$ cat config.mk
export PLATFORM = sky130hd
export DESIGN_NAME = keypad_matrix_scanner_top
export DESIGN_NICKNAME = d
export VERILOG_FILES = /design/src/design/kms_pkg.sv /design/src/design/kms_step.sv /design/src/design/keypad_matrix_scanner_top.sv
export SDC_FILE = /design/constraint.sdc
export NUM_CORES = 1
export LEC_CHECK = 0
export ABC_AREA = 1
export BUFFER_PORTS_ARGS = -buffer_cell sky130_fd_sc_hd__buf_4
export CAP_MARGIN = 20
export CORE_MARGIN = 10
export CORE_UTILIZATION = 25
export DETAILED_ROUTE_END_ITERATION = 10
export PLACE_DENSITY = 0.39
export SETUP_SLACK_MARGIN = 0.5
export SKIP_LAST_GASP = 1
export SLEW_MARGIN = 25
export SYNTH_ARGS = -nofsm -noshare
export SYNTH_HDL_FRONTEND = slang
export SYNTH_HIERARCHICAL = 1
export SYNTH_SLANG_ARGS = --single-unit
$ cat constraint.sdc
create_clock -name clk -period 2.5 [get_ports clk]
set_input_delay 0.625 -clock clk [delete_from_list [all_inputs] [get_ports clk]]
set_output_delay 0.625 -clock clk [all_outputs]
set_load 0.005 [all_outputs]
$ cat src/design/kms_pkg.sv
`default_nettype none

package kms_pkg;

  localparam logic [1:0]  ROWS_IDLE    = 2'b11;
  localparam logic [1:0]  NO_ROW       = 2'd0;
  localparam logic [1:0]  ROW_ONE_CODE = 2'd3;
  localparam logic [1:0]  ROW_TWO_CODE = 2'd2;
  localparam logic [1:0]  FIRST_COLUMN = 2'd0;
  localparam logic [1:0]  LAST_COLUMN  = 2'd3;
  localparam logic [15:0] SETTLE_RESET = 16'd5;
  localparam logic [2:0]  COLUMN_BASE  = 3'd4;

  typedef struct packed {
    logic [1:0] row_levels;
    logic       read_request;
  } in_item_t;

  typedef struct packed {
    logic [3:0] column_drive;
    logic [4:0] key_code;
    logic       read_done;
    logic       scan_busy;
  } out_item_t;

  typedef struct packed {
    logic [1:0]  previous_rows;
    logic [1:0]  pending_row;
    logic [4:0]  stored_code;
    logic [1:0]  scan_column;
    logic [15:0] settle_count;
    logic        scan_active;
  } scan_state_t;

endpackage

`default_nettype wire

$ cat src/design/kms_step.sv
`default_nettype none

module kms_step (
  input  wire kms_pkg::scan_state_t state_cur,
  input  wire kms_pkg::in_item_t    item,
  input  wire logic [15:0]          settle_ticks,
  output kms_pkg::scan_state_t      state_nxt,
  output kms_pkg::out_item_t        result
);

  logic [1:0]  fell;
  logic [15:0] load_value;
  logic        pressed;
  logic        done;
  logic [4:0]  found_code;

  assign fell       = state_cur.previous_rows & ~item.row_levels;
  assign load_value = (settle_ticks == 16'd0) ? 16'd1 : settle_ticks;
  assign pressed    = (item.row_levels != kms_pkg::ROWS_IDLE);
  assign found_code = 5'(kms_pkg::COLUMN_BASE - {1'b0, state_cur.scan_column})
                      + {1'b0, state_cur.pending_row, 2'b00};

  always_comb begin
    state_nxt = state_cur;
    done      = 1'b0;
    if (!state_cur.scan_active) begin
      if (fell[0]) begin
        state_nxt.pending_row = kms_pkg::ROW_ONE_CODE;
      end else if (fell[1]) begin
        state_nxt.pending_row = kms_pkg::ROW_TWO_CODE;
      end
      if (item.read_request) begin
        if (state_nxt.pending_row == kms_pkg::NO_ROW) begin
          done = 1'b1;
        end else begin
          state_nxt.scan_active  = 1'b1;
          state_nxt.scan_column  = kms_pkg::FIRST_COLUMN;
          state_nxt.settle_count = load_value;
        end
      end
    end else if (state_cur.settle_count > 16'd1) begin
      state_nxt.settle_count = state_cur.settle_count - 16'd1;
    end else begin
      if (pressed) begin
        state_nxt.stored_code = found_code;
      end
      if (pressed || state_cur.scan_column == kms_pkg::LAST_COLUMN) begin
        state_nxt.scan_active  = 1'b0;
        state_nxt.pending_row  = kms_pkg::NO_ROW;
        state_nxt.scan_column  = kms_pkg::FIRST_COLUMN;
        state_nxt.settle_count = 16'd0;
        done                   = 1'b1;
      end else begin
        state_nxt.scan_column  = state_cur.scan_column + 2'd1;
        state_nxt.settle_count = load_value;
      end
    end
    state_nxt.previous_rows = item.row_levels;
  end

  always_comb begin
    result.column_drive = state_nxt.scan_active ? ~(4'b0001 << state_nxt.scan_column) : 4'b0000;
    result.key_code     = state_nxt.stored_code;
    result.read_done    = done;
    result.scan_busy    = state_nxt.scan_active;
  end

endmodule

`default_nettype wire

$ cat src/design/keypad_matrix_scanner_top.sv
`default_nettype none

// channel | ports                          | carries
// input   | in_valid, in_ready, in_data    | one tick: row levels and read request
// result  | out_valid, out_ready, out_data | column drive, key code, done, busy
// config  | cfg_valid, cfg_ready, cfg_data | settle_ticks, 16 bits
//
// one item per cycle sustained while the result side is ready
// the item waits in an input register, one pass of the step logic fills the result register
// synchronous active-low reset: scan idle, rows high, code 0, settle_ticks 5
// a stalled result holds the result register; the input register still takes
// a new item in the cycle the result is taken

module keypad_matrix_scanner_top (
  input  wire                     clk,
  input  wire                     rst_n,
  input  wire                     in_valid,
  output logic                    in_ready,
  input  wire kms_pkg::in_item_t  in_data,
  output logic                    out_valid,
  input  wire                     out_ready,
  output kms_pkg::out_item_t      out_data,
  input  wire                     cfg_valid,
  output logic                    cfg_ready,
  input  wire logic [15:0]        cfg_data
);

  kms_pkg::in_item_t    in_data_r;
  logic                 in_valid_r;
  kms_pkg::out_item_t   out_data_r;
  logic                 out_valid_r;
  kms_pkg::scan_state_t state_r;
  kms_pkg::scan_state_t state_nxt;
  kms_pkg::out_item_t   result;
  logic [15:0]          settle_ticks_r;
  logic                 advance;

  assign advance   = in_valid_r && (!out_valid_r || out_ready);
  assign in_ready  = !in_valid_r || advance;
  assign cfg_ready = 1'b1;
  assign out_valid = out_valid_r;
  assign out_data  = out_data_r;

  kms_step u_step (
    .state_cur    (state_r),
    .item         (in_data_r),
    .settle_ticks (settle_ticks_r),
    .state_nxt    (state_nxt),
    .result       (result)
  );

  always_ff @(posedge clk) begin
    if (!rst_n) begin
      in_valid_r             <= 1'b0;
      out_valid_r            <= 1'b0;
      settle_ticks_r         <= kms_pkg::SETTLE_RESET;
      state_r.previous_rows  <= kms_pkg::ROWS_IDLE;
      state_r.pending_row    <= kms_pkg::NO_ROW;
      state_r.stored_code    <= 5'd0;
      state_r.scan_column    <= kms_pkg::FIRST_COLUMN;
      state_r.settle_count   <= 16'd0;
      state_r.scan_active    <= 1'b0;
    end else begin
      if (cfg_valid && cfg_ready) begin
        settle_ticks_r <= cfg_data;
      end
      if (in_ready) begin
        in_valid_r <= in_valid;
      end
      if (advance) begin
        state_r     <= state_nxt;
        out_valid_r <= 1'b1;
      end else if (out_ready) begin
        out_valid_r <= 1'b0;
      end
    end
  end

  always_ff @(posedge clk) begin
    if (in_valid && in_ready) begin
      in_data_r <= in_data;
    end
    if (advance) begin
      out_data_r <= result;
    end
  end

  a_scan_has_row: assert property (@(posedge clk) disable iff (!rst_n)
    state_r.scan_active |-> state_r.pending_row != kms_pkg::NO_ROW)
    else $error("scan running without a pending row");

  a_idle_cleared: assert property (@(posedge clk) disable iff (!rst_n)
    !state_r.scan_active |-> (state_r.settle_count == 16'd0
                              && state_r.scan_column == kms_pkg::FIRST_COLUMN))
    else $error("idle scanner holds column or count");

  a_scan_counting: assert property (@(posedge clk) disable iff (!rst_n)
    state_r.scan_active |-> state_r.settle_count != 16'd0)
    else $error("scan running with zero settle count");

  a_state_holds: assert property (@(posedge clk) disable iff (!rst_n)
    !advance |=> $stable(state_r))
    else $error("scan state changed without a transfer");

endmodule

`default_nettype wire

==> flow_metrics.py, run 1 <==
metrics = {
    "run_status": {
        "status": "complete, no violations",
    },
    "min_path": {
        "min_path_type": "reg -> reg",
        "hold_start": "state_r[27]",
    },
    "detailed_routing": {
        "num_vias": 3698,
        "wl_mm": 11.4,
        "post_drt_wl_per_cell_um": 13.8,
        "postRouteAntennaNets": 0,
        "drcViolationCount": 0,
        "drt_iter0_drc": 160,
        "firstDrtPassIters": 4,
        "routed_via_density": 4.47,
    },
    "clock_network": {
        "cts.path.max_buffers": 2,
        "cts_tree": "done",
        "htree_levels": 3,
        "clock-sinks": 60,
        "clkTransAtPathRegs_ns": 0.05,
        "clock_latency_ns": 0.34,
        "cts_buffers": 9,
        "clockRootBuffer": "clkbuf_16",
    },
    "floorplan": {
        "fp.dieH_um": 146,
        "dieArea_um2": 21400,
        "ioPinCount": 38,
        "fp-row-count": 46,
        "core_um2": 15800,
        "fp.dieW_um": 146,
        "initial_core_util": 0.253,
    },
    "worst_setup_path": {
        "worstSetupStartpoint": "state_r[1]",
        "cp_cell_sequence": "inv_4, ha_4, inv_2, nand2_2, nand2_4, nor2_8, buf_4, nand3_2, nand2_2, nor2_2, nor2_1, a21oi_1",
        "worstPathArrival_ns": 1.98,
        "end_kind": "register",
        "crit_fanout": 6,
        "crit_path_start_kind": "register",
        "crit_slowest_cell": "dfxtp_4",
        "r2r-start": "state_r[1]",
        "crit_required_ns": 2.59,
        "slowest_delay_ns": 0.37,
        "worst_path_most_repeated_cell": "nand2_2",
        "worstSetupPathType": "reg -> reg",
    },
    "logic_synthesis": {
        "synthAdderAreaFrac": 0.0188,
        "synth_top_family_by_area": "simple AND/OR/NAND/NOR gates",
        "yosys.cell_types.count": 34,
        "seq_area_frac_synth": 0.336,
        "syn-cell-area_um2": 4000,
        "synth_seq_cells": 60,
        "synthArstFlopShare": 0,
        "synth_xor_area_frac": 0.0110,
        "synth-compound-area-share": 0.121,
        "synthCells": 585,
        "synth_edf_count": 14,
        "synth-simple-area-share": 0.374,
        "synthTopCellsByArea": "dfxtp_1 23%, nand2_1 13%, edfxtp_1 11%",
        "synth_area_per_cell_um2": 6.83,
        "synthFlopType": "dfxtp_1",
        "synth.mux.area_fraction": 0,
        "syn_nets": 615,
        "yosysWarnings": 6,
        "synth_top_area_frac": 0.230,
        "synth_top_area_cell": "dfxtp_1",
    },
    "timing": {
        "max_slew_margin": 0.522,
        "setup_viol": 0,
        "fmax_mhz": 528,
        "maxSlewViolCount": 0,
        "skew_ns": 0.00675,
        "hold_viol": 0,
        "period_needed_ns": 1.89,
        "tns_ns": 0,
        "rsz0062_at_grt": "false",
        "period_share": 0.757,
        "worst_pin_slew_ns": 0.717,
    },
    "global_route": {
        "grt_pass1_wl_mm": 18.8,
        "grt_max_degree": 56,
        "grt-ovfl-total": 0,
        "grt_pass1_vias": 3646,
        "gr-usage-all-layers": 0.108,
        "antenna_found_initial": 0,
    },
    "final_layout": {
        "diodes": 0,
        "nets": 636,
        "syn2layout_area_growth_pct": 20.3,
        "layout-drive-gt1-share": 0.219,
        "final_cell_mix": "130 x nand2_1, 73 x nor2_1, 69 x inv_1",
        "finalNonFillerCells": 827,
        "nFillCells": 1774,
        "final_common_cell": "nand2_1",
    },
    "power": {
        "swShare": 0.311,
        "p_per_area_nw_per_um2": 676,
        "p_int_mw": 2.24,
        "p_seq_frac": 0.350,
        "p_leak_nw": 2.16,
        "switchingPower_mw": 1.01,
        "power_frac_clock": 0.406,
        "power_frac_comb": 0.244,
        "peakVddDrop_v": 0.000325,
    },
    "place": {
        "gp_congestion": 0.832,
        "port_buffers": 36,
        "dp_hpwl_mm": 7.71,
        "dp.cells": 804,
    },
    "flow_run": {
        "cap_violations": 0,
    },
}
[routing by layer]
layer	global-route usage	share of wire
met2	0.171	0.44
met4	0.0440	0.017
met3	0.0300	0.041
met5	0	0
met1	0.136	0.50
[synth_stat cells, drive strengths merged (2+ instances only)]
| master | instances |
|---|---|
| nor4 | 2 |
| o22ai | 2 |
| buf | 36 |
| edfxtp | 14 |
| nand4 | 5 |
| nand2 | 143 |
| inv | 77 |
| dfxtp | 46 |
| ha | 6 |
| nor2 | 93 |
| a21oi | 36 |
| nor3 | 2 |
| o21ai | 44 |
| nand3 | 63 |
| xor2 | 5 |
| o211ai | 6 |
[registers in the layout, indices dropped and copies added (netlist names)]
name and flops:
state_r 28, settle_ticks_r 16, out_data 11, in_data_r 3, in_valid_r 1, out_valid 1
[logic make-up (layout without fill, tap and decap cells)]
| group | after synthesis | after routing |
|---|---|---|
| AND/OR/NAND/NOR | 308 | 308 |
| buffers and inverters | 115 | 141 |
| XOR/XNOR | 5 | 5 |
| AO/OA/AOI/OAI | 90 | 90 |
| flip-flops | 60 | 60 |
| other | 1 | 1 |
| adder cells (fa/ha/maj) | 6 | 6 |
[through the flow]
| stage | area [um2] | power (mW) | util | setup slack (ns) | hold slack, ns |
|---|---|---|---|---|---|
| floorplan | 4000 | 1.71 | - | 0.652 | 0.429 |
| global placement | 4310 | 1.87 | 0.273 | 0.508 | 0.441 |
| detailed placement | 4310 | 1.87 | 0.273 | 0.457 | 0.443 |
| CTS | 4630 | 3.22 | 0.294 | 0.491 | 0.447 |
| global route | 4810 | 3.46 | 0.305 | 0.471 | 0.437 |
| finish | 4810 | 3.25 | 0.305 | 0.607 | 0.455 |
[worst max-delay path: cells and delay by family, from the launching register on]
| kind | cells | cell delay, ns |
|---|---|---|
| buffers and inverters | 3 | 0.28 |
| flip-flops | 1 | 0.37 |
| adder cells (fa/ha/maj) | 1 | 0.15 |
| AND/OR/NAND/NOR | 7 | 0.76 |
| AO/OA/AOI/OAI | 1 | 0.09 |
[cell type report]
cell class	instances	area, um2	area share
clock buffers	11	233	0.0484
clock inverters	5	76.3	0.0159
inverters	78	298	0.0619
multi-input cells	410	2200	0.458
flip-flops and latches	60	1350	0.280
well taps	216	270	0.0562
repair buffers	47	383	0.0796
[repair_timing]
item	CTS	global route
buffers inserted	1	5
pin swaps	1	7
hold buffers	0	0
endpoints found under the setup margin	14	30
cloned	0	1
resized for setup	3	34
[power groups by stage]
stage	clock [mW]	combinational [mW]	sequential (mW)
floorplan	0	0.581	1.13
global placement	0	0.713	1.15
detailed placement	0	0.717	1.15
CTS	1.36	0.729	1.13
global route	1.41	0.900	1.15
finish	1.32	0.793	1.14
[path summary, 6_finish.rpt]
check / end / slack, ns / depth (start not counted)
setup / recovery: out_data[7] / 0.61 / 12
hold / removal: state_r[27] / 0.46 / 2
setup reg to reg: out_data[7] / 0.61 / 12
hold reg to reg: state_r[27] / 0.46 / 2
(Power assumes the default switching activity.)
==> run 2: changes to the inputs <==
==> constraint.sdc (replaced) <==
create_clock -name clk -period 1.9 [get_ports clk]
set_input_delay 0.475 -clock clk [delete_from_list [all_inputs] [get_ports clk]]
set_output_delay 0.475 -clock clk [all_outputs]
set_load 0.005 [all_outputs]
==> flow_metrics.py, run 2 (same netlist as run 1, synthesis figures left out) <==
metrics = {
    "run_status": {
        "status": "complete, no violations",
    },
    "clock_network": {
        "cts.path.max_buffers": 2,
        "clock_latency_ns": 0.34,
        "clkTransAtPathRegs_ns": 0.05,
        "ctsHoldBuffers": 0,
        "clock-sinks": 60,
        "clockRootBuffer": "clkbuf_16",
        "cts_tree": "done",
        "htree_levels": 3,
        "cts_buffers": 9,
    },
    "worst_setup_path": {
        "r2r_cells": 15,
        "r2r_setup_slack_ns": 0.09,
        "worstPathArrival_ns": 2.04,
        "cp.depth": 15,
        "cp_top_family": "simple AND/OR/NAND/NOR gates",
        "slowest_delay_ns": 0.36,
        "cp_cell_sequence": "inv_4, ha_4, inv_4, nand2_4, nand2_4, nor2_8, buf_12, nand2_8, buf_4, nand3_1, o211ai_1, inv_1, nand3_2, nand2_1, nor2_1",
        "crit_fanout": 7,
        "crit_required_ns": 2.13,
        "end_kind": "register",
        "worstSetupPathType": "reg -> reg",
        "crit_slowest_cell": "dfxtp_4",
        "crit_path_start_kind": "register",
        "critical_path_buf_inv_count": 5,
    },
    "place": {
        "port_buffers": 36,
        "dp_hpwl_mm": 8.10,
        "gp_congestion": 0.809,
        "pre_cts_ws_ns": 0.0234,
    },
    "global_route": {
        "use_met2": 0.174,
        "gr-usage-all-layers": 0.109,
        "grt_pass1_wl_mm": 19.1,
        "grtUsageMet1": 0.139,
        "antenna_found_initial": 0,
        "grt-ovfl-total": 0,
        "grt_max_degree": 55,
        "top_usage_layer": "met2",
        "grt_pass1_vias": 3616,
        "use_met3": 0.0250,
    },
    "detailed_routing": {
        "firstDrtPassIters": 6,
        "drcViolationCount": 0,
        "routed_via_density": 4.42,
        "drt_iter0_drc": 214,
        "wl_mm": 11.6,
        "num_vias": 3813,
        "postRouteAntennaNets": 0,
        "post_drt_wl_per_cell_um": 13.5,
    },
    "timing": {
        "period_needed_ns": 1.81,
        "period_share": 0.955,
        "max_slew_margin": 0.664,
        "setup_viol": 0,
        "fmax_mhz": 551,
        "worst_pin_slew_ns": 0.504,
        "tns_ns": 0,
        "hold_viol": 0,
        "skew_ns": 0.00589,
        "rsz0062_at_grt": "true",
        "maxSlewViolCount": 0,
        "fin_ws_ns": 0.0851,
    },
    "min_path": {
        "min_path_type": "in -> reg",
        "hold_path_depth": 1,
    },
    "final_layout": {
        "multiInputGateArea_um2": 2400,
        "seq_area_um2": 1350,
        "final_util": 0.336,
        "nFillCells": 1750,
        "largest_reg_flops": 28,
        "nets": 672,
        "final_common_cell": "nand2_1",
        "syn2layout_area_growth_pct": 32.5,
        "final_cell_mix": "112 x nand2_1, 75 x buf_4, 68 x nor2_1",
        "regMostFlops": "state_r",
        "layout-drive-gt1-share": 0.321,
        "diodes": 0,
    },
    "floorplan": {
        "dieArea_um2": 21400,
        "fp.dieH_um": 146,
        "ioPinCount": 38,
        "fp-row-count": 46,
        "core_um2": 15800,
        "fp.dieW_um": 146,
        "initial_core_util": 0.253,
    },
    "power": {
        "p_per_area_nw_per_um2": 827,
        "p_leak_nw": 2.38,
        "power_mw": 4.38,
        "peakVddDrop_v": 0.000297,
    },
    "flow_run": {
        "cap_violations": 0,
    },
}
-- run 2: cell types whose count changed in the layout (fill, tap and decap cells not counted), moves of 5 or more --
cell	change
buf_4	+30
o21ai_1	+5
nand2_2	+10
o21ai_0	-6
nand2_1	-18
nand2_4	+7
inv_1	-6
nor2_1	-5
-- run 2: cell type report --
type                            instances  area share
Tap cell                              216      0.0510
Timing Repair Buffer                   82       0.127
Inverter                               78      0.0576
Clock inverter                          4     0.00378
Sequential cell                        60       0.256
Clock buffer                           12      0.0524
Multi-Input combinational cell        411       0.453
-- run 2: path summary, 6_finish.rpt --
check / startpoint / to
setup / recovery: state_r[1] / state_r[7]
setup reg to reg: state_r[1] / state_r[7]
hold reg to reg: settle_ticks_r[0] / settle_ticks_r[0]
hold / removal: in_data[0] / in_data_r[0]
-- run 2: report_power, final --
| part | switching [mW] | internal [mW] |
|---|---|---|
| Sequential | 0.0823 | 1.40 |
| Clock | 0.606 | 1.02 |
| Combinational | 0.733 | 0.534 |
| Total | 1.42 | 2.96 |
-- run 2: timing repair --
| item | CTS | global route |
|---|---|---|
| gates cloned | 0 | 2 |
| gates resized for setup | 30 | 44 |
| setup endpoints to repair | 38 | 38 |
| pin swaps | 23 | 22 |
| buffers inserted | 9 | 16 |
-- run 2: layer usage --
metal,vias to the layer above,share of wire
met5,-,0
met4,0,0.011
met3,12,0.041
met2,67,0.48
met1,1761,0.47
li1,1973,-
-- run 2: worst reg2reg max path, cell delays in order, from the launching register on --
cell	delay [ns]
dfxtp_4	0.36
inv_4	0.06
ha_4	0.16
inv_4	0.04
nand2_4	0.06
nand2_4	0.06
nor2_8	0.20
buf_12	0.14
nand2_8	0.07
buf_4	0.16
nand3_1	0.07
o211ai_1	0.08
inv_1	0.07
nand3_2	0.06
nand2_1	0.07
nor2_1	0.04
-- run 2: per-stage QoR --
step	std cells	instance area (um2)	hold WS, ns
floorplan	585	4080	0.429
global placement	820	4520	0.442
detailed placement	820	4520	0.456
CTS	845	4990	0.303
global route	863	5300	0.301
finish	863	5300	0.317
==> run 3: changes to the inputs <==
--- a/config.mk
+++ b/config.mk
@@ -11,11 +11,10 @@
 export CORE_MARGIN = 10
 export CORE_UTILIZATION = 25
 export DETAILED_ROUTE_END_ITERATION = 10
-export PLACE_DENSITY = 0.39
+export PLACE_DENSITY = 0.4
 export SETUP_SLACK_MARGIN = 0.5
 export SKIP_LAST_GASP = 1
 export SLEW_MARGIN = 25
 export SYNTH_ARGS = -nofsm -noshare
 export SYNTH_HDL_FRONTEND = slang
-export SYNTH_HIERARCHICAL = 1
 export SYNTH_SLANG_ARGS = --single-unit
==> flow_metrics.py, run 3 <==
metrics = {
    "power": {
        "p_per_area_nw_per_um2": 928,
        "power_frac_clock": 0.388,
        "power_frac_comb": 0.282,
        "p_seq_frac": 0.329,
        "p_int_mw": 3.08,
        "power_mw": 4.48,
        "switchingPower_mw": 1.40,
        "swShare": 0.312,
        "peakVddDrop_v": 0.000345,
        "p_leak_nw": 2.33,
    },
    "logic_synthesis": {
        "seq_area_frac_synth": 0.391,
        "synthFlopType": "dfxtp_1",
        "synthArstFlopShare": 0,
        "yosys.cell_types.count": 30,
        "synth_edf_count": 14,
        "yosysWarnings": 0,
        "syn-cell-area_um2": 3430,
        "syn_nets": 545,
        "synthTopCellsByCount": "167 x nand2_1, 68 x nor2_1, 57 x inv_1",
        "synth_seq_cells": 60,
        "synth_top_area_frac": 0.269,
        "synth.most_common_cell": "nand2_1",
        "synth_top_area_cell": "dfxtp_1",
        "synthCells": 515,
        "synth_area_per_cell_um2": 6.66,
        "synthTopCellsByArea": "dfxtp_1 27%, nand2_1 18%, edfxtp_1 12%",
    },
    "global_route": {
        "gr-usage-all-layers": 0.119,
        "grt-ovfl-total": 0,
        "grt_max_degree": 32,
        "grt_pass1_vias": 3326,
        "grt_pass1_wl_mm": 17.5,
        "antenna_found_initial": 0,
    },
    "floorplan": {
        "core_um2": 13300,
        "fp.dieW_um": 137,
        "initial_core_util": 0.257,
        "fp.dieH_um": 137,
        "ioPinCount": 38,
        "dieArea_um2": 18800,
        "fp-row-count": 42,
    },
    "final_layout": {
        "final_area_um2": 4830,
        "diodes": 0,
        "regMostFlops": "state_r",
        "final_cell_mix": "140 x nand2_1, 67 x buf_4, 62 x nor2_1",
        "nets": 621,
        "layout-drive-gt1-share": 0.307,
        "syn2layout_area_growth_pct": 40.9,
        "final_common_cell": "nand2_1",
        "largest_reg_flops": 28,
    },
    "flow_run": {
        "cap_violations": 0,
    },
    "timing": {
        "tns_ns": 0,
        "fin_ws_ns": 0.177,
        "hold_viol": 0,
        "fmax_mhz": 580,
        "maxSlewViolCount": 0,
        "period_needed_ns": 1.72,
        "period_share": 0.907,
        "rsz0062_at_grt": "true",
        "setup_viol": 0,
        "skew_ns": 0.00910,
    },
    "clock_network": {
        "clock-sinks": 60,
        "clockRootBuffer": "clkbuf_16",
        "cts_buffers": 9,
        "clock_latency_ns": 0.33,
        "clkTransAtPathRegs_ns": 0.06,
        "htree_levels": 3,
        "cts.path.max_buffers": 2,
        "cts_tree": "done",
    },
    "worst_setup_path": {
        "crit_fanout": 6,
        "end_kind": "register",
        "crit_path_start_kind": "register",
        "crit_required_ns": 1.98,
        "worstPathArrival_ns": 1.80,
        "worstSetupPathType": "reg -> reg",
    },
    "detailed_routing": {
        "drcViolationCount": 0,
        "postRouteAntennaNets": 0,
        "post_drt_wl_per_cell_um": 14.0,
        "num_vias": 3404,
        "wl_mm": 10.8,
        "firstDrtPassIters": 4,
        "routed_via_density": 4.41,
        "drt_iter0_drc": 202,
    },
    "min_path": {
        "min_path_type": "in -> reg",
    },
    "place": {
        "port_buffers": 36,
        "dp_hpwl_mm": 7.50,
        "pre_cts_ws_ns": 0.153,
        "placed_area_um2": 4000,
        "gp_congestion": 0.817,
    },
    "run_status": {
        "status": "complete, no violations",
    },
}
[run 3: cell count changes after synthesis, sizes merged, moves of 17 or more]
cell and delta:
inv -17, buf -26, nand2 +30, o21ai -17, nor2 -18, nand3 -23
[run 3: cell families (layout without fill, tap and decap cells)]
family                   count (synthesis)  after routing  share of synthesized area
AO/OA/AOI/OAI                           72             72                      0.116
XOR/XNOR                                 1              1                    0.00255
adder cells (fa/ha/maj)                  6              6                     0.0219
buffers and inverters                   79            159                     0.0934
flip-flops                              60             60                      0.391
other                                    1              1                    0.00109
AND/OR/NAND/NOR                        296            297                      0.374
[run 3: through the flow]
stage | hold slack (ns) | util | std cells
4_1_cts | 0.314 | 0.353 | 768
6_report | 0.321 | 0.362 | 772
2_1_floorplan | 0.446 | - | 515
5_1_grt | 0.308 | 0.362 | 772
3_5_place_dp | 0.463 | 0.300 | 726
3_3_place_gp | 0.456 | 0.300 | 726
[run 3: power groups by stage]
stage | registers [mW] | logic (mW) | clock network [mW]
2_1_floorplan | 1.48 | 0.675 | 0
3_3_place_gp | 1.50 | 0.966 | 0
3_5_place_dp | 1.50 | 0.963 | 0
4_1_cts | 1.47 | 1.20 | 1.78
5_1_grt | 1.49 | 1.41 | 1.85
6_report | 1.48 | 1.26 | 1.74
[run 3: cell type report]
| type | count | area, um2 |
|---|---|---|
| sequential | 60 | 1350 |
| multi-input combinational | 377 | 2010 |
| fill | 1446 | 8510 |
| clock buffer | 11 | 233 |
| tap | 176 | 220 |
| clock inverter | 5 | 76.3 |
| inverter | 62 | 239 |
| timing repair buffer | 81 | 703 |
[run 3: per-layer routing]
| layer | share of wire | global-route usage | vias to the layer above |
|---|---|---|---|
| met3 | 0.045 | 0.0304 | 14 |
| met2 | 0.42 | 0.168 | 64 |
| met1 | 0.52 | 0.169 | 1551 |
| met4 | 0.014 | 0.0422 | 0 |
| met5 | 0 | 0 | - |
| li1 | - | - | 1775 |
[run 3: critical path, cell delays in order (launching register included)]
cell     delay (ns)
dfxtp_2        0.34
inv_2          0.08
ha_4           0.13
inv_2          0.03
nand2_2        0.05
nand2_2        0.06
nor2_4         0.14
nand2_4        0.12
nand2_2        0.09
nand2_1        0.10
nand2_1        0.10
nand2_2        0.08
nor2_1         0.09
nor2_1         0.05
[run 3: final timing paths]
check            endpoint  slack, ns  depth (start not counted)         from
max           out_data[7]       0.18                         13   state_r[1]
min          in_data_r[2]       0.32                          1   in_data[2]
max reg2reg   out_data[7]       0.18                         13   state_r[1]
min reg2reg   state_r[26]       0.48                          2  state_r[26]
[run 3: timing repair]
action | 4_1_cts | 5_1_grt
endpoints found under the setup margin | 38 | 38
gates resized for setup | 56 | 21
gates cloned | 2 | 0
buffers inserted | 24 | 4
hold buffers | 0 | 0
pin swaps | 30 | 12
hold endpoints to repair | 0 | 0
